## config.mk

```make
export PLATFORM = sky130hd
export DESIGN_NAME = uart_baud_source_checker_unit_flat
export DESIGN_NICKNAME = d
export VERILOG_FILES = /design/src/sv/ubsc_pkg.sv /design/src/sv/ubsc_if.sv /design/src/sv/uart_baud_source_checker_unit.sv /design/src/sv/ubsc_shadow.sv /design/src/sv/ubsc_div.sv /design/src/flat_wrapper.sv
export SDC_FILE = /design/constraint.sdc
export NUM_CORES = 1
export LEC_CHECK = 0
export ABC_CLOCK_PERIOD_IN_PS = 6200
export BUFFER_PORTS_ARGS = -buffer_cell sky130_fd_sc_hd__clkbuf_2
export CORE_ASPECT_RATIO = 0.8
export CORE_UTILIZATION = 40
export CTS_CLUSTER_SIZE = 12
export DETAILED_ROUTE_END_ITERATION = 6
export PLACE_DENSITY = 0.61
export SLEW_MARGIN = 20
export SYNTH_ARGS = -nofsm -noshare
export SYNTH_HDL_FRONTEND = slang
export SYNTH_SLANG_ARGS = --single-unit
```

## constraint.sdc

```tcl
create_clock -name clk -period 6.2 [get_ports clk]
set_input_delay 1.86 -clock clk [delete_from_list [all_inputs] [get_ports clk]]
set_output_delay 1.86 -clock clk [all_outputs]
set_load 0.02 [all_outputs]
```

## src/sv/ubsc_pkg.sv

```systemverilog
// Shared constants, register map and types for the UART baud source checker.
`timescale 1ns / 1ps
package ubsc_pkg;

  localparam int IDX_W    = 5;
  localparam int DATA_W   = 8;
  localparam int CLK_W    = 31;
  localparam int RATE_W   = 27;
  localparam int NUM_W    = CLK_W + 1;
  localparam int DEN_W    = 29;
  localparam int REM_W    = DEN_W + 1;
  localparam int CNT_W    = $clog2(NUM_W);
  localparam int NUM_REGS = 18;

  // Shadow register map
  localparam logic [IDX_W-1:0] REG_SCON  = IDX_W'(0);
  localparam logic [IDX_W-1:0] REG_PCON  = IDX_W'(1);
  localparam logic [IDX_W-1:0] REG_CKSEL = IDX_W'(2);
  localparam logic [IDX_W-1:0] REG_TCON  = IDX_W'(3);
  localparam logic [IDX_W-1:0] REG_TMOD  = IDX_W'(4);
  localparam logic [IDX_W-1:0] REG_CKCON = IDX_W'(5);
  localparam logic [IDX_W-1:0] REG_T34   = IDX_W'(6);
  localparam logic [IDX_W-1:0] REG_TH1   = IDX_W'(7);
  localparam logic [IDX_W-1:0] REG_TH4   = IDX_W'(8);
  localparam logic [IDX_W-1:0] REG_T2CON = IDX_W'(9);
  localparam logic [IDX_W-1:0] REG_RLDL  = IDX_W'(10);
  localparam logic [IDX_W-1:0] REG_RLDH  = IDX_W'(11);
  localparam logic [IDX_W-1:0] REG_BRTC  = IDX_W'(12);
  localparam logic [IDX_W-1:0] REG_BRTL  = IDX_W'(13);
  localparam logic [IDX_W-1:0] REG_BRTH  = IDX_W'(14);
  localparam logic [IDX_W-1:0] REG_PSRXD = IDX_W'(15);
  localparam logic [IDX_W-1:0] REG_P13   = IDX_W'(16);
  localparam logic [IDX_W-1:0] REG_P21   = IDX_W'(17);

  // Clock source selects
  localparam logic [2:0] SEL_T1  = 3'd0;
  localparam logic [2:0] SEL_T4  = 3'd1;
  localparam logic [2:0] SEL_T2  = 3'd2;
  localparam logic [2:0] SEL_BRT = 3'd3;

  // Alternate receive pin codes and the mux setting that routes the UART
  localparam logic [DATA_W-1:0] RXD_ALT_P13  = 8'h13;
  localparam logic [DATA_W-1:0] RXD_ALT_P21  = 8'h21;
  localparam logic [DATA_W-1:0] PIN_MUX_UART = 8'h03;

  // Timer mode field value for 8-bit auto-reload
  localparam logic [1:0] TMODE_AUTO_RELOAD = 2'd2;

  typedef struct packed {
    logic             mode_nr;
    logic             baud_nr;
    logic             rxd_nr;
    logic             rate_zero;
    logic [NUM_W-1:0] num;
    logic [DEN_W-1:0] den;
  } eval_t;

  typedef struct packed {
    logic [NUM_W-1:0] num;
    logic [DEN_W-1:0] den;
  } div_req_t;

  typedef struct packed {
    logic busy;
    logic done;
  } div_stat_t;

  typedef enum logic [3:0] {
    ST_IDLE = 4'b0001,
    ST_LOAD = 4'b0010,
    ST_DIV  = 4'b0100,
    ST_HOLD = 4'b1000
  } state_t;

endpackage

```

## src/sv/ubsc_if.sv

```systemverilog
// Handshake channel interfaces for register write requests, results and configuration.
`timescale 1ns / 1ps
interface ubsc_in_if;
  import ubsc_pkg::*;
  logic              valid;
  logic              ready;
  logic [IDX_W-1:0]  reg_index;
  logic [DATA_W-1:0] write_value;

  modport source (output valid, output reg_index, output write_value, input ready);
  modport sink   (input valid, input reg_index, input write_value, output ready);
endinterface

interface ubsc_out_if;
  import ubsc_pkg::*;
  logic              valid;
  logic              ready;
  logic              mode_not_ready;
  logic              baud_not_ready;
  logic              rxd_not_ready;
  logic [RATE_W-1:0] baud_rate_hz;

  modport source (output valid, output mode_not_ready, output baud_not_ready,
                  output rxd_not_ready, output baud_rate_hz, input ready);
  modport sink   (input valid, input mode_not_ready, input baud_not_ready,
                  input rxd_not_ready, input baud_rate_hz, output ready);
endinterface

interface ubsc_cfg_if;
  import ubsc_pkg::*;
  logic             valid;
  logic             ready;
  logic [CLK_W-1:0] system_clock_hz;

  modport source (output valid, output system_clock_hz, input ready);
  modport sink   (input valid, input system_clock_hz, output ready);
endinterface

```

## src/sv/uart_baud_source_checker_unit.sv

```systemverilog
// Top level of the UART baud source checker: request control, output register and divider.
`timescale 1ns / 1ps
// Usage
// Each request on in_ch writes one byte into one of eighteen shadowed UART and
// timer registers; an index above the register map writes nothing. For every
// request exactly one result leaves on out_ch: the mode, baud source and
// receive pin not-ready flags, and the baud rate in Hz (0 when undefined).
// The system clock frequency is written through cfg_ch, which is always ready;
// it should only be changed while no request is in flight.
// Timing: a request is taken in the idle state, the register file is updated
// at that edge, the next cycle forms the divider operands, and the restoring
// divider then works out the quotient one bit at a time. The result then
// enters the output register and in_ch.ready returns high in that same cycle;
// while a request is in flight, in_ch.ready stays low and no new one is taken.
// If the receiver stalls, the result waits in the output register while the
// next request is already taken; a second finished result waits in the divider
// until the register frees. Synchronous reset clears all shadow registers and
// the clock frequency to zero and empties the output register.
module uart_baud_source_checker_unit (
  input  logic   clk,
  input  logic   rst_n,
  ubsc_in_if.sink     in_ch,
  ubsc_out_if.source  out_ch,
  ubsc_cfg_if.sink    cfg_ch
);
  import ubsc_pkg::*;

  state_t            state_r, state_nxt;
  logic [CLK_W-1:0]  clk_hz_r;
  logic              mode_nr_r, baud_nr_r, rxd_nr_r, zero_r;
  logic              out_valid_r, out_valid_nxt;
  logic              out_mode_r, out_baud_r, out_rxd_r;
  logic [RATE_W-1:0] out_rate_r;

  logic              in_acc;
  logic              div_start;
  logic              ld_out;
  logic              slot_free;
  eval_t             eval;
  div_req_t          div_req;
  div_stat_t         div_stat;
  logic [NUM_W-1:0]  div_quo;

  assign in_acc    = in_ch.valid && in_ch.ready;
  assign in_ch.ready  = (state_r == ST_IDLE);
  assign cfg_ch.ready = 1'b1;

  // Configuration: the system clock frequency.
  always_ff @(posedge clk) begin
    if (!rst_n) begin
      clk_hz_r <= '0;
    end else if (cfg_ch.valid) begin
      clk_hz_r <= cfg_ch.system_clock_hz;
    end
  end

  ubsc_shadow u_shadow (
    .clk      (clk),
    .rst_n    (rst_n),
    .wr_en    (in_acc),
    .wr_index (in_ch.reg_index),
    .wr_data  (in_ch.write_value),
    .clk_hz   (clk_hz_r),
    .eval     (eval)
  );

  assign div_start   = (state_r == ST_LOAD);
  assign div_req.num = eval.num;
  assign div_req.den = eval.den;

  ubsc_div u_div (
    .clk      (clk),
    .rst_n    (rst_n),
    .start    (div_start),
    .req      (div_req),
    .stat     (div_stat),
    .quotient (div_quo)
  );

  // The output register is free when empty or being drained this cycle.
  assign slot_free = !out_valid_r || out_ch.ready;
  assign ld_out    = (((state_r == ST_DIV) && div_stat.done) || (state_r == ST_HOLD))
                     && slot_free;

  always_comb begin
    state_nxt = state_r;
    unique case (state_r)
      ST_IDLE: begin
        if (in_acc) begin
          state_nxt = ST_LOAD;
        end
      end
      ST_LOAD: begin
        state_nxt = ST_DIV;
      end
      ST_DIV: begin
        if (div_stat.done) begin
          state_nxt = slot_free ? ST_IDLE : ST_HOLD;
        end
      end
      ST_HOLD: begin
        if (slot_free) begin
          state_nxt = ST_IDLE;
        end
      end
      default: begin
        state_nxt = ST_IDLE;
      end
    endcase
  end

  always_comb begin
    out_valid_nxt = out_valid_r;
    if (ld_out) begin
      out_valid_nxt = 1'b1;
    end else if (out_ch.ready) begin
      out_valid_nxt = 1'b0;
    end
  end

  always_ff @(posedge clk) begin
    if (!rst_n) begin
      state_r     <= ST_IDLE;
      out_valid_r <= 1'b0;
    end else begin
      state_r     <= state_nxt;
      out_valid_r <= out_valid_nxt;
    end
  end

  // Flags are captured while the operands are handed to the divider.
  always_ff @(posedge clk) begin
    if (div_start) begin
      mode_nr_r <= eval.mode_nr;
      baud_nr_r <= eval.baud_nr;
      rxd_nr_r  <= eval.rxd_nr;
      zero_r    <= eval.rate_zero;
    end
  end

  always_ff @(posedge clk) begin
    if (ld_out) begin
      out_mode_r <= mode_nr_r;
      out_baud_r <= baud_nr_r;
      out_rxd_r  <= rxd_nr_r;
      out_rate_r <= zero_r ? '0 : div_quo[RATE_W-1:0];
    end
  end

  assign out_ch.valid          = out_valid_r;
  assign out_ch.mode_not_ready = out_mode_r;
  assign out_ch.baud_not_ready = out_baud_r;
  assign out_ch.rxd_not_ready  = out_rxd_r;
  assign out_ch.baud_rate_hz   = out_rate_r;

  a_done_in_div: assert property (@(posedge clk) disable iff (!rst_n)
    div_stat.done |-> (state_r == ST_DIV)) else $error("divider finished outside a run");

  a_hold_full: assert property (@(posedge clk) disable iff (!rst_n)
    (state_r == ST_HOLD) |-> out_valid_r) else $error("holding with an empty output");

  a_zero_rate: assert property (@(posedge clk) disable iff (!rst_n)
    ld_out && zero_r |=> (out_ch.baud_rate_hz == '0)) else $error("undefined rate not zero");

  a_accept_idle_div: assert property (@(posedge clk) disable iff (!rst_n)
    in_acc |-> !div_stat.busy) else $error("request taken while dividing");

endmodule

```

## src/sv/ubsc_shadow.sv

```systemverilog
// Shadow register file with flag decode and divider operand formation.
`timescale 1ns / 1ps
module ubsc_shadow (
  input  logic                        clk,
  input  logic                        rst_n,
  input  logic                        wr_en,
  input  logic [ubsc_pkg::IDX_W-1:0]  wr_index,
  input  logic [ubsc_pkg::DATA_W-1:0] wr_data,
  input  logic [ubsc_pkg::CLK_W-1:0]  clk_hz,
  output ubsc_pkg::eval_t             eval
);
  import ubsc_pkg::*;

  logic [DATA_W-1:0] regs_r [NUM_REGS];

  logic [2:0]        sel;
  logic              running;
  logic              rxd_bad;
  logic [8:0]        n_t1;
  logic [8:0]        n_t4;
  logic [16:0]       n_t2;
  logic [16:0]       n_brt;
  logic [10:0]       m_t1;
  logic [10:0]       m_t4;
  logic [18:0]       m_t2;
  logic [DEN_W-1:0]  den;

  always_ff @(posedge clk) begin
    if (!rst_n) begin
      for (int i = 0; i < NUM_REGS; i++) begin
        regs_r[i] <= '0;
      end
    end else if (wr_en && (wr_index < IDX_W'(NUM_REGS))) begin
      regs_r[wr_index] <= wr_data;
    end
  end

  always_comb begin
    sel   = regs_r[REG_CKSEL][2:0];
    n_t1  = 9'd256 - {1'b0, regs_r[REG_TH1]};
    n_t4  = 9'd256 - {1'b0, regs_r[REG_TH4]};
    n_t2  = 17'h10000 - {1'b0, regs_r[REG_RLDH], regs_r[REG_RLDL]};
    n_brt = 17'h10000 - {1'b0, regs_r[REG_BRTH], regs_r[REG_BRTL]};
    // Divide-by-three prescale is folded in as n*3 ahead of the power-of-two shift.
    m_t1  = regs_r[REG_CKCON][4] ? {2'b0, n_t1} : ({1'b0, n_t1, 1'b0} + {2'b0, n_t1});
    m_t4  = regs_r[REG_T34][6]   ? {2'b0, n_t4} : ({1'b0, n_t4, 1'b0} + {2'b0, n_t4});
    m_t2  = {1'b0, n_t2, 1'b0} + {2'b0, n_t2};

    running = 1'b0;
    den     = '0;
    unique case (sel)
      SEL_T1: begin
        running = regs_r[REG_TCON][6] && (regs_r[REG_TMOD][5:4] == TMODE_AUTO_RELOAD);
        den     = DEN_W'(m_t1) << 7;
      end
      SEL_T4: begin
        running = regs_r[REG_T34][7];
        den     = DEN_W'(m_t4) << 7;
      end
      SEL_T2: begin
        running = regs_r[REG_T2CON][1:0] != 2'b00;
        den     = DEN_W'(m_t2) << (regs_r[REG_T2CON][7] ? 8 : 7);
      end
      SEL_BRT: begin
        running = regs_r[REG_BRTC][7];
        den     = DEN_W'(n_brt) << (5 + regs_r[REG_BRTC][2:0]);
      end
      default: begin
        running = 1'b0;
        den     = '0;
      end
    endcase

    rxd_bad = ((regs_r[REG_PSRXD] == RXD_ALT_P13) && (regs_r[REG_P13] != PIN_MUX_UART)) ||
              ((regs_r[REG_PSRXD] == RXD_ALT_P21) && (regs_r[REG_P21] != PIN_MUX_UART));

    eval.mode_nr   = !regs_r[REG_SCON][6];
    eval.baud_nr   = !running;
    eval.rxd_nr    = regs_r[REG_SCON][4] && rxd_bad;
    eval.rate_zero = (clk_hz == '0) || sel[2] || (den == '0) ||
                     ((sel == SEL_T4) && (regs_r[REG_T34][5:4] != TMODE_AUTO_RELOAD));
    eval.num       = regs_r[REG_PCON][7] ? {clk_hz, 1'b0} : {1'b0, clk_hz};
    eval.den       = den;
  end

endmodule

```

## src/sv/ubsc_div.sv

```systemverilog
// Radix-2 restoring divider that produces one quotient bit per cycle.
`timescale 1ns / 1ps
module ubsc_div (
  input  logic                       clk,
  input  logic                       rst_n,
  input  logic                       start,
  input  ubsc_pkg::div_req_t         req,
  output ubsc_pkg::div_stat_t        stat,
  output logic [ubsc_pkg::NUM_W-1:0] quotient
);
  import ubsc_pkg::*;

  logic             busy_r;
  logic             done_r;
  logic [CNT_W-1:0] cnt_r;
  logic [REM_W-1:0] rem_r;
  logic [NUM_W-1:0] quo_r;
  logic [DEN_W-1:0] den_r;

  logic [REM_W-1:0] rem_sh;
  logic [REM_W:0]   diff;
  logic             ge;

  always_comb begin
    rem_sh = {rem_r[REM_W-2:0], quo_r[NUM_W-1]};
    diff   = {1'b0, rem_sh} - {2'b00, den_r};
    ge     = !diff[REM_W];
  end

  always_ff @(posedge clk) begin
    if (!rst_n) begin
      busy_r <= 1'b0;
      done_r <= 1'b0;
      cnt_r  <= '0;
    end else if (start) begin
      busy_r <= 1'b1;
      done_r <= 1'b0;
      cnt_r  <= '0;
    end else if (busy_r) begin
      cnt_r <= cnt_r + 1'b1;
      if (cnt_r == CNT_W'(NUM_W - 1)) begin
        busy_r <= 1'b0;
        done_r <= 1'b1;
      end
    end else begin
      done_r <= 1'b0;
    end
  end

  always_ff @(posedge clk) begin
    if (start) begin
      quo_r <= req.num;
      den_r <= req.den;
      rem_r <= '0;
    end else if (busy_r) begin
      rem_r <= ge ? diff[REM_W-1:0] : rem_sh;
      quo_r <= {quo_r[NUM_W-2:0], ge};
    end
  end

  assign stat.busy = busy_r;
  assign stat.done = done_r;
  assign quotient  = quo_r;

  a_start_idle: assert property (@(posedge clk) disable iff (!rst_n)
    start |-> !busy_r) else $error("divider started while busy");

  a_done_after_busy: assert property (@(posedge clk) disable iff (!rst_n)
    done_r |-> $past(busy_r)) else $error("divider done without a run");

endmodule

```

## src/flat_wrapper.sv

```systemverilog
// flat-port wrapper written by rule: the top's interface ports become plain ports
module uart_baud_source_checker_unit_flat import ubsc_pkg::*;
  (clk, rst_n, in_ch_valid, in_ch_reg_index, in_ch_write_value, in_ch_ready, out_ch_valid, out_ch_mode_not_ready, out_ch_baud_not_ready, out_ch_rxd_not_ready, out_ch_baud_rate_hz, out_ch_ready, cfg_ch_valid, cfg_ch_system_clock_hz, cfg_ch_ready);
  ubsc_in_if in_ch_i ();
  ubsc_out_if out_ch_i ();
  ubsc_cfg_if cfg_ch_i ();
  input  logic clk;
  input  logic rst_n;
  input wire logic [$bits(in_ch_i.valid)-1:0] in_ch_valid;
  input wire logic [$bits(in_ch_i.reg_index)-1:0] in_ch_reg_index;
  input wire logic [$bits(in_ch_i.write_value)-1:0] in_ch_write_value;
  output wire logic [$bits(in_ch_i.ready)-1:0] in_ch_ready;
  output wire logic [$bits(out_ch_i.valid)-1:0] out_ch_valid;
  output wire logic [$bits(out_ch_i.mode_not_ready)-1:0] out_ch_mode_not_ready;
  output wire logic [$bits(out_ch_i.baud_not_ready)-1:0] out_ch_baud_not_ready;
  output wire logic [$bits(out_ch_i.rxd_not_ready)-1:0] out_ch_rxd_not_ready;
  output wire logic [$bits(out_ch_i.baud_rate_hz)-1:0] out_ch_baud_rate_hz;
  input wire logic [$bits(out_ch_i.ready)-1:0] out_ch_ready;
  input wire logic [$bits(cfg_ch_i.valid)-1:0] cfg_ch_valid;
  input wire logic [$bits(cfg_ch_i.system_clock_hz)-1:0] cfg_ch_system_clock_hz;
  output wire logic [$bits(cfg_ch_i.ready)-1:0] cfg_ch_ready;
  assign in_ch_i.valid = in_ch_valid;
  assign in_ch_i.reg_index = in_ch_reg_index;
  assign in_ch_i.write_value = in_ch_write_value;
  assign in_ch_ready = in_ch_i.ready;
  assign out_ch_valid = out_ch_i.valid;
  assign out_ch_mode_not_ready = out_ch_i.mode_not_ready;
  assign out_ch_baud_not_ready = out_ch_i.baud_not_ready;
  assign out_ch_rxd_not_ready = out_ch_i.rxd_not_ready;
  assign out_ch_baud_rate_hz = out_ch_i.baud_rate_hz;
  assign out_ch_i.ready = out_ch_ready;
  assign cfg_ch_i.valid = cfg_ch_valid;
  assign cfg_ch_i.system_clock_hz = cfg_ch_system_clock_hz;
  assign cfg_ch_ready = cfg_ch_i.ready;
  uart_baud_source_checker_unit u_core (.clk(clk), .rst_n(rst_n), .in_ch(in_ch_i), .out_ch(out_ch_i), .cfg_ch(cfg_ch_i));
endmodule
```

Yosys cells after proc, flatten, opt, wreduce, memory -nomap -nowiden
Memories as Yosys holds them, arrays and structs flattened.
Index checks and enable logic that the tools add are counted.
- RAM bits: 144
- output and inout bits: 33
- register bits after elaboration: 167
- input bits: 49
- memory bits (read-only): 0
- memories: 1
- word-level logic and storage cells: 105
- latch bits: 0
- memories (name ; words ; bits a word ; read ports ; clocked after Yosys merged registers in ; wr ports ; line ; RTL):
    u_core.u_shadow.regs_r ; 18 ; 8 ; 18 ; 0 ; 18 ; ubsc_shadow.sv:14 ; logic [DATA_W-1:0] regs_r [NUM_REGS];
- mux-type cells: 26
- equal/unequal tests: 17
- bitwise gates (word level): 2
- shift operators: 2
- order comparisons: 1
- $add $sub $neg: 10
- multipliers: 0
- divide/modulo/power cells: 0
- reduce and logical (&&, ||, !) cells: 29
- operators by type and width (kind ; count):
    29-bit one-hot mux with 4 select lines ; 1
    32-bit 2-to-1 mux ; 3
    17-bit by 16-bit subtractor with 17-bit output (first input constant) ; 2
    31-bit logical NOT ; 1
    30-bit by 29-bit subtractor with 31-bit output ; 1
    29-bit logical NOT ; 1
    29-bit 2-to-1 mux ; 1
    17-bit by 4-bit << shifter with 29-bit output ; 1
    19-bit by 4-bit << shifter with 29-bit output ; 1
    10-bit by 9-bit adder with 11-bit output ; 2
    11-bit 2-to-1 mux ; 2
    4-bit 2-to-1 mux ; 5
    18-bit by 17-bit adder with 19-bit output ; 1
    9-bit by 8-bit subtractor with 9-bit output (first input constant) ; 2
    8-bit by 2-bit inequality test with 1-bit output (second input constant) ; 2
    4-bit one-hot mux with 4 select lines ; 1
    1-bit 2-to-1 mux ; 10
    1-bit logical AND ; 9
    8-bit by 5-bit equality test with 1-bit output (second input constant) ; 1
    8-bit by 6-bit equality test with 1-bit output (second input constant) ; 1
    8-bit 2-to-1 mux ; 1
    8-bit OR reduction ; 1
    3-bit by 2-bit equality test with 1-bit output (second input constant) ; 2
    1-bit logical OR ; 6
    other kinds (21) ; 29

Longest topological paths before layout
Gate-level depths: netlist of the first run.
- word-level depth: 8
- depth in mapped cells: 19
- gate-level depth less buffers: 18

Cells and area by module
A second synthesis of the first run with hierarchy kept.
- cell total of the unflattened synthesis: 1822
- area total of the unflattened synthesis: 17132.7 um^2
- by module, submodules not included (module ; cells each ; times used ; area an instance (um^2) ; seq. area each (um^2)):
    ubsc_shadow ; 1069 ; 1 ; 8901.0 ; 2792.7
    ubsc_div ; 555 ; 1 ; 5595.4 ; 2552.4
    uart_baud_source_checker_unit ; 198 ; 1 ; 2636.3 ; 1741.7

Worst setup path before layout of the first run
OpenSTA, ideal clock, no wires.
- kind: register to register
- from: memory u_core.u_shadow.regs_r[10][0]
- to: register u_core.zero_r, data pin
- stages on the path, launching flop included: 18
- clock period less this slack: 4612 ps
- data required time: 6069 ps
- buffers on the path: 0
- slack: 1588 ps
- arrival: 4482 ps
- setup time: 131 ps
- cell sequence: edfxtp_1 > inv_1 > ha_1 > nor3b_2 > nand3_1 > and2_1 > ha_1 > a21oi_1 > o2bb2ai_1 > a221oi_1 > o31ai_1 > a2111oi_0 > nand4_1 > a211o_1 > or4_1 > or4_1 > nor4_2 > a31o_1
- RTL lines (item ; line ; RTL):
    start, declared ; ubsc_shadow.sv:14 ;
    end signal, assigned ; uart_baud_source_checker_unit.sv:137 ; zero_r <= eval.rate_zero;
    end, declared ; uart_baud_source_checker_unit.sv:30 ; logic mode_nr_r, baud_nr_r, rxd_nr_r, zero_r;

==> results of run 1 <==
## layer usage
| metal | GRT usage, % | share of wire [%] |
|---|---|---|
| met3 | 2.82 | 5.9 |
| met5 | 0 | 0 |
| met4 | 4.91 | 1.8 |
| met2 | 31.1 | 43 |
| met1 | 31.3 | 49 |
## area by class of cell
cell class	instances	area, um2	share of cell area (%)
Tap cell	544	681	3.73
Sequential cell	260	7090	38.8
Clock buffer	44	802	4.39
Timing Repair Buffer	98	556	3.04
Inverter	80	300	1.64
Multi-Input combinational cell	1350	8760	48.0
Clock inverter	10	81.3	0.445
## power by group through the flow
stage | Sequential, W | Clock (W) | Combinational [W]
finish | 0.00232 | 0.00162 | 0.00205
global route | 0.00235 | 0.00172 | 0.00231
CTS | 0.00232 | 0.00165 | 0.00202
detailed placement | 0.00235 | 0 | 0.00200
global placement | 0.00234 | 0 | 0.00197
floorplan | 0.00228 | 0 | 0.00160
## stage by stage
| step | cell area, um2 | hold WS (ns) | setup WS (ns) | utilization [%] | power, W |
|---|---|---|---|---|---|
| 6_report | 18300 | 0.420 | 0.721 | 45.0 | 0.00599 |
| 5_1_grt | 18300 | 0.423 | 0.304 | 45.0 | 0.00638 |
| 4_1_cts | 18200 | 0.414 | 0.784 | 44.9 | 0.00598 |
| 3_5_place_dp | 17400 | 0.406 | 0.819 | 42.7 | 0.00435 |
| 3_3_place_gp | 17400 | 0.404 | 1.12 | 42.7 | 0.00431 |
| 2_1_floorplan | 16500 | 0.400 | 1.59 | - | 0.00388 |
## worst paths after layout
kind	startpoint	slack (ns)	endpoint
worst max-delay path	u_core.u_shadow.regs_r[10][0]$_SDFFCE_PN0P_	0.72	u_core.zero_r$_DFFE_PP_
worst min-delay path	u_core.rxd_nr_r$_DFFE_PP_	0.42	u_core.out_ch.rxd_not_ready$_DFFE_PP_
worst max register to register	u_core.u_shadow.regs_r[10][0]$_SDFFCE_PN0P_	0.72	u_core.zero_r$_DFFE_PP_
worst min register to register	u_core.rxd_nr_r$_DFFE_PP_	0.42	u_core.out_ch.rxd_not_ready$_DFFE_PP_
## flip-flops by register name, indices dropped and copies added, names as in the netlist, 4 cells and up
register                    flops
u_core.u_div.rem_r             29
u_core.clk_hz_r                31
u_core.state_r                  4
u_core.u_div.den_r             29
u_core.u_shadow.regs_r         93
u_core.u_div.cnt_r              5
u_core.u_div.quotient          32
u_core.out_ch.baud_rate_hz     27
## Yosys cell counts (30+ instances only)
cell type    n  area (um2)
nor2_1     199         747
edfxtp_1   188        5650
nand2_1    148         556
o21ai_0    139         696
a21oi_1     92         460
mux2i_1     89         891
inv_1       79         297
dfxtp_1     72        1440
ha_1        71         888
clkbuf_1    63         236
nor3_1      56         280
xnor2_1     56         490
nor2b_1     43         269
nand2b_1    31         194
nand3_1     31         155
nor4_1      30         188
## cell families (layout without fill, tap and decap cells)
family / after synthesis / after routing / synth area share [%]
AND/OR/NAND/NOR: 664 / 664 / 20.1
other: 1 / 1 / 0.0227
buffers and inverters: 164 / 232 / 4.01
multiplexers: 95 / 95 / 6.00
AO/OA/AOI/OAI: 441 / 441 / 17.3
XOR/XNOR: 77 / 77 / 4.09
adder cells (fa/ha/maj): 72 / 72 / 5.51
flip-flops: 260 / 260 / 43.0
## worst max-delay path, delay by kind of cell (launching register included)
family | cells | cell delay, ns
flip-flops | 1 | 0.50
AND/OR/NAND/NOR | 7 | 2.42
buffers and inverters | 1 | 0.17
AO/OA/AOI/OAI | 7 | 1.65
adder cells (fa/ha/maj) | 2 | 0.58
==> results.md, run 1 <==
- Placeable Area: 40600 um2
- CP max FO: 9
- Clock Sinks: 260
- Cts hold-fix bufs: 0
- Routability Congestion: 0.961
- Nets: 1940
- H-tree depth: 1
- Vias/cell: 5.72
- DRT antenna net count: 0
- Unique masters post-synth: 97
- Ant. Diodes: 0
- EDFF count, synth: 188
- Die Y: 184 um
- Final min period: 5.48 ns
- Worst setup EP type: flop
- Mapped Cells: 1774
- Total CTS buffers: 29
- Pre-antenna DRT Iters: 5
- DR iter-0 viols: 1438
- Worst Path Class, Setup: flop to flop
- Layout cells sized above 1: 9.61%
- RSZ-0062 raised after global routing: no
- Reg2Reg Depth: 17
- Clock root cell: clkbuf_16
- Clock slew at reported path FFs: 0.07 ns
- Grt ovf: 0
- Number of post-CTS setup repair buffers: 0
- Reg power frac: 38.7%
- Sw Pwr: 0.00211 W
- Tot GR Track Use: 20.7%
- WHS Path Cells: 0
- Crit start category: flop
- Fin Setup TNS: 0 ns
- Drt wl/cell: 18.6 um
- Clock Path Buffers: 3
- Crit-path cells: inv_1 > ha_1 > nor3b_2 > nand3_1 > and2_1 > ha_1 > a21oi_1 > o2bb2ai_1 > a221oi_1 > o31ai_1 > a2111oi_0 > nand4_1 > a211o_1 > or4_1 > or4_1 > nor4_2 > a31o_1
- DP HPWL: 32.7 mm
- Maximum vdd drop: 0.269 mV
- Commonest non-fill, non-tap cell in the layout: nor2_1
- F_max: 183 MHz
- Top-Level Pins: 82
- DRT Wirelength: 44.4 mm
- Final Hold Vio Count: 0
- Final-report setup violation count: 0
- Mean post-synth cell area: 9.29 um2
- Post-Synthesis Net Count: 1895
- CTS resizes: 0
- Clock Latency Late Sink: 0.58 ns
- Hold crit path type: flop to flop
- Seq cells post-synth: 260
- Starting Density: 40.6%
- Critical path's largest stage delay: 0.52 ns
- PwrDens: 328 nW/um2
- Worst endpoint data arrival time: 5.93 ns
- Synth Flop Type: edfxtp_1
- Largest net degree at the start of global routing: 62
- Clock power frac: 27.1%
- Fillers: 3934
- Slew headroom: 27.8%
- Commonest non-fill, non-tap cells in the layout: 198 x nor2_1, 188 x edfxtp_1, 148 x nand2_1
- PortBufs: 80
- Die area: 42000 um2
- YS warnings: 0
- DR vias: 13600
- Slew @ Worst Pin: 1.08 ns
- Internal Pwr Total: 0.00389 W
- Skew final: 0.0165 ns
- Asr flop ratio synth: 0%
- Static leakage: 7.10 nW
- Max Cap Viol: 0
- Initial antenna violation count: 0
- Placed insts: 2331
- Die Width: 229 um
- Vias in the first global route: 12400
- # DRC: 0
- Fin cells: 2386
- CTS tree: done
- Status: completed
- Syn-to-layout area delta: 10.8%
- Sequential share of the synthesized area: 43.0%
- Sw Share: 35.2%
- First-pass GRT wire length: 69.9 mm
- Final period util: 88.4%
- Fin. max-slew vios: 0
- Logic gate share of total power: 34.3%
- Netlist area before placement: 16500 um2
- WP data required: 6.65 ns
- Cell with the largest stage delay on the worst path: or4_1
- Number of cell rows: 66
(Power assumes the default switching activity.)
==> run 2, diff against run 1 <==
CORE_UTILIZATION = 54   (was 40)
PLACE_DENSITY = 0.77   (was 0.61)
==> run 2 against run 1 <==
- power is 1.3% lower
- first-iteration DRC count shrank 10%
- non-clock buffer count is the same
- via count rose by 1.6%
- clock power decreased by 6%
- final area down 1.3%
- critical path type unchanged
==> results.md, run 2 (synthesis results as in run 1) <==
- Status: completed
- Top Family by Delay on Critical Path: simple AND/OR/NAND/NOR gates
- Cell with the largest stage delay on the worst path: or4_1
- Final min period: 5.49 ns (+0.0121 ns)
- Worst setup EP type: flop
- Critical Path Sink: u_core.zero_r$_DFFE_PP_
- DRT Wirelength: 43.2 mm (-2.6%)
- Number of cell rows: 56 (-15%)
- WP depth: 17 (unchanged)
- Worst endpoint data arrival time: 5.92 ns (about the same)
- Slew headroom: 27.3% (-0.51 points)
- Max Cap Viol: 0 (unchanged)
- Routability Congestion: 1.00 (+4.4%)
- CTS tree: done
- Dpl ws: 0.862 ns (+0.0424 ns)
- Die Width: 197 um (-14%)
- Crit-path cells: inv_1 > ha_1 > nor3b_2 > nand3_1 > and2_1 > ha_1 > a21oi_1 > o2bb2ai_1 > a221oi_1 > o31ai_1 > a2111oi_0 > nand4_1 > a211o_1 > or4_1 > or4_1 > nor4_2 > a31o_1
- Drt wl/cell: 19.3 um (+3.6%)
- Slew @ Worst Pin: 1.09 ns (+0.00769 ns)
- Nets: 1938 (-0.10%)
- Reg2Reg Depth: 17 (unchanged)
- Vias in the first global route: 12400 (+0.11%)
- Final-report setup violation count: 0 (unchanged)
- First-pass GRT wire length: 67.4 mm (-3.6%)
- Crit start category: flop
- Final Hold Vio Count: 0 (unchanged)
- Hold slack final: 0.417 ns (-0.00234 ns)
- Worst R2R End: u_core.zero_r$_DFFE_PP_
- H-tree depth: 1 (unchanged)
- Maximum vdd drop: 0.218 mV (-19%)
- Placed cell area: 17200 um2 (-1.0%)
- Worst Path Class, Setup: flop to flop
- Number of post-CTS setup repair buffers: 0 (unchanged)
- Skew final: 0.00796 ns (-0.00858 ns)
- Commonest non-fill, non-tap cell in the layout: nor2_1
- PortBufs: 80 (unchanged)
- Clock root cell: clkbuf_16
- Fin. max-slew vios: 0 (unchanged)
- Commonest non-fill, non-tap cells in the layout: 198 x nor2_1, 188 x edfxtp_1, 148 x nand2_1
- Routed met3 length: 3.59 mm (+36%)
- Post-route setup slack: 0.708 ns (-0.0121 ns)
- WL met1: 20.0 mm (-8.5%)
- Cts hold-fix bufs: 0 (unchanged)
- Starting Density: 55.6% (+15 points)
- Pre-antenna DRT Iters: 6 (+1)
- Critical path's largest stage delay: 0.51 ns (about the same)
- Final core occ: 60.8% (+16 points)
- Max layer used: met4
- Grt ovf: 0 (unchanged)
- Vias/cell: 6.18 (+8.0%)
- Total CTS buffers: 27 (-6.9%)
- Max reg flops: 93 (unchanged)
- Largest net degree at the start of global routing: 63 (+1.6%)
- WP data required: 6.62 ns (-0.03 ns)
- Most flop-heavy register: u_core.u_shadow.regs_r
- Clock Path Buffers: 3 (unchanged)
- DR vias: 13900 (+1.6%)
- Fin Setup TNS: 0 ns (unchanged)
- Ant. Diodes: 0 (unchanged)
- Top-Level Pins: 82 (unchanged)
- Syn-to-layout area delta: 9.40%
- Die Y: 158 um (-14%)
- Clock Sinks: 260 (unchanged)
- Fin area: 18000 um2 (-1.3%)
- Die area: 31200 um2 (-26%)
- R2r setup slk: 0.71 ns (about the same)
- Metal2 WL: 18.5 mm (-2.6%)
- # DRC: 0 (unchanged)
- Initial antenna violation count: 1 (+1)
- Worst r2r src: u_core.u_shadow.regs_r[10][0]$_SDFFCE_PN0P_
- Placeable Area: 29600 um2 (-27%)
- CP max FO: 9 (unchanged)
- Clock slew at reported path FFs: 0.06 ns (about the same)
- PwrDens: 328 nW/um2 (about the same)
- DP HPWL: 31.6 mm (-3.4%)
- Hold crit path type: flop to flop
- Tot GR Track Use: 27.2% (+6.5 points)
- CP bufs+invs: 1 (unchanged)
- Layout cells sized above 1: 9.47% (-0.14 points)
- Final period util: 88.6% (+0.20 points)
- DR iter-0 viols: 1292 (-10%)
- Static leakage: 7.08 nW (-0.27%)
- F_max: 182 MHz (-0.22%)
- CP Launch Point: u_core.u_shadow.regs_r[10][0]$_SDFFCE_PN0P_
- Clock Latency Late Sink: 0.55 ns (-0.03 ns)
- CTS resizes: 0 (unchanged)
- DRT antenna net count: 0 (unchanged)
- RSZ-0062 raised after global routing: no
[run 2: worst min path at each step]
stage / from / to / slack (ns) / cells after the start
after CTS: u_core.rxd_nr_r$_DFFE_PP_ / u_core.out_ch.rxd_not_ready$_DFFE_PP_ / 0.42 / 0
after detailed placement: u_core.rxd_nr_r$_DFFE_PP_ / u_core.out_ch.rxd_not_ready$_DFFE_PP_ / 0.41 / 0
after floorplan: u_core.baud_nr_r$_DFFE_PP_ / u_core.out_ch.baud_not_ready$_DFFE_PP_ / 0.40 / 0
after global placement: u_core.baud_nr_r$_DFFE_PP_ / u_core.out_ch.baud_not_ready$_DFFE_PP_ / 0.40 / 0
final: u_core.rxd_nr_r$_DFFE_PP_ / u_core.out_ch.rxd_not_ready$_DFFE_PP_ / 0.42 / 0
after global routing: u_core.mode_nr_r$_DFFE_PP_ / u_core.out_ch.mode_not_ready$_DFFE_PP_ / 0.42 / 0
[run 2: through the flow]
step           std cells  total power (W)
2_1_floorplan       1774          0.00388
3_3_place_gp        2193          0.00427
3_5_place_dp        2193          0.00434
4_1_cts             2243          0.00587
5_1_grt             2244          0.00626
6_report            2244          0.00592
[run 2: report_power, final]
part	leakage, nW	switching (W)	internal (W)
sequential	2.42	0.000175	0.00214
clock	0.398	0.000661	0.000861
combinational	4.26	0.00123	0.000845
total	7.08	0.00207	0.00385
[run 2: final cells by class]
class	instances	area (um2)
repair buffers	98	556
fillers	2496	11600
clock buffers	45	785
flip-flops and latches	260	7090
well taps	406	508
inverters	80	300
multi-input cells	1350	8770
clock inverters	5	32.5
[run 2: metal layers]
layer / global-route usage (%) / vias up
li1: - / 6627
met1: 40.3 / 6567
met2: 41.3 / 590
met3: 4.32 / 79
met4: 6.83 / 0
met5: 0 / -
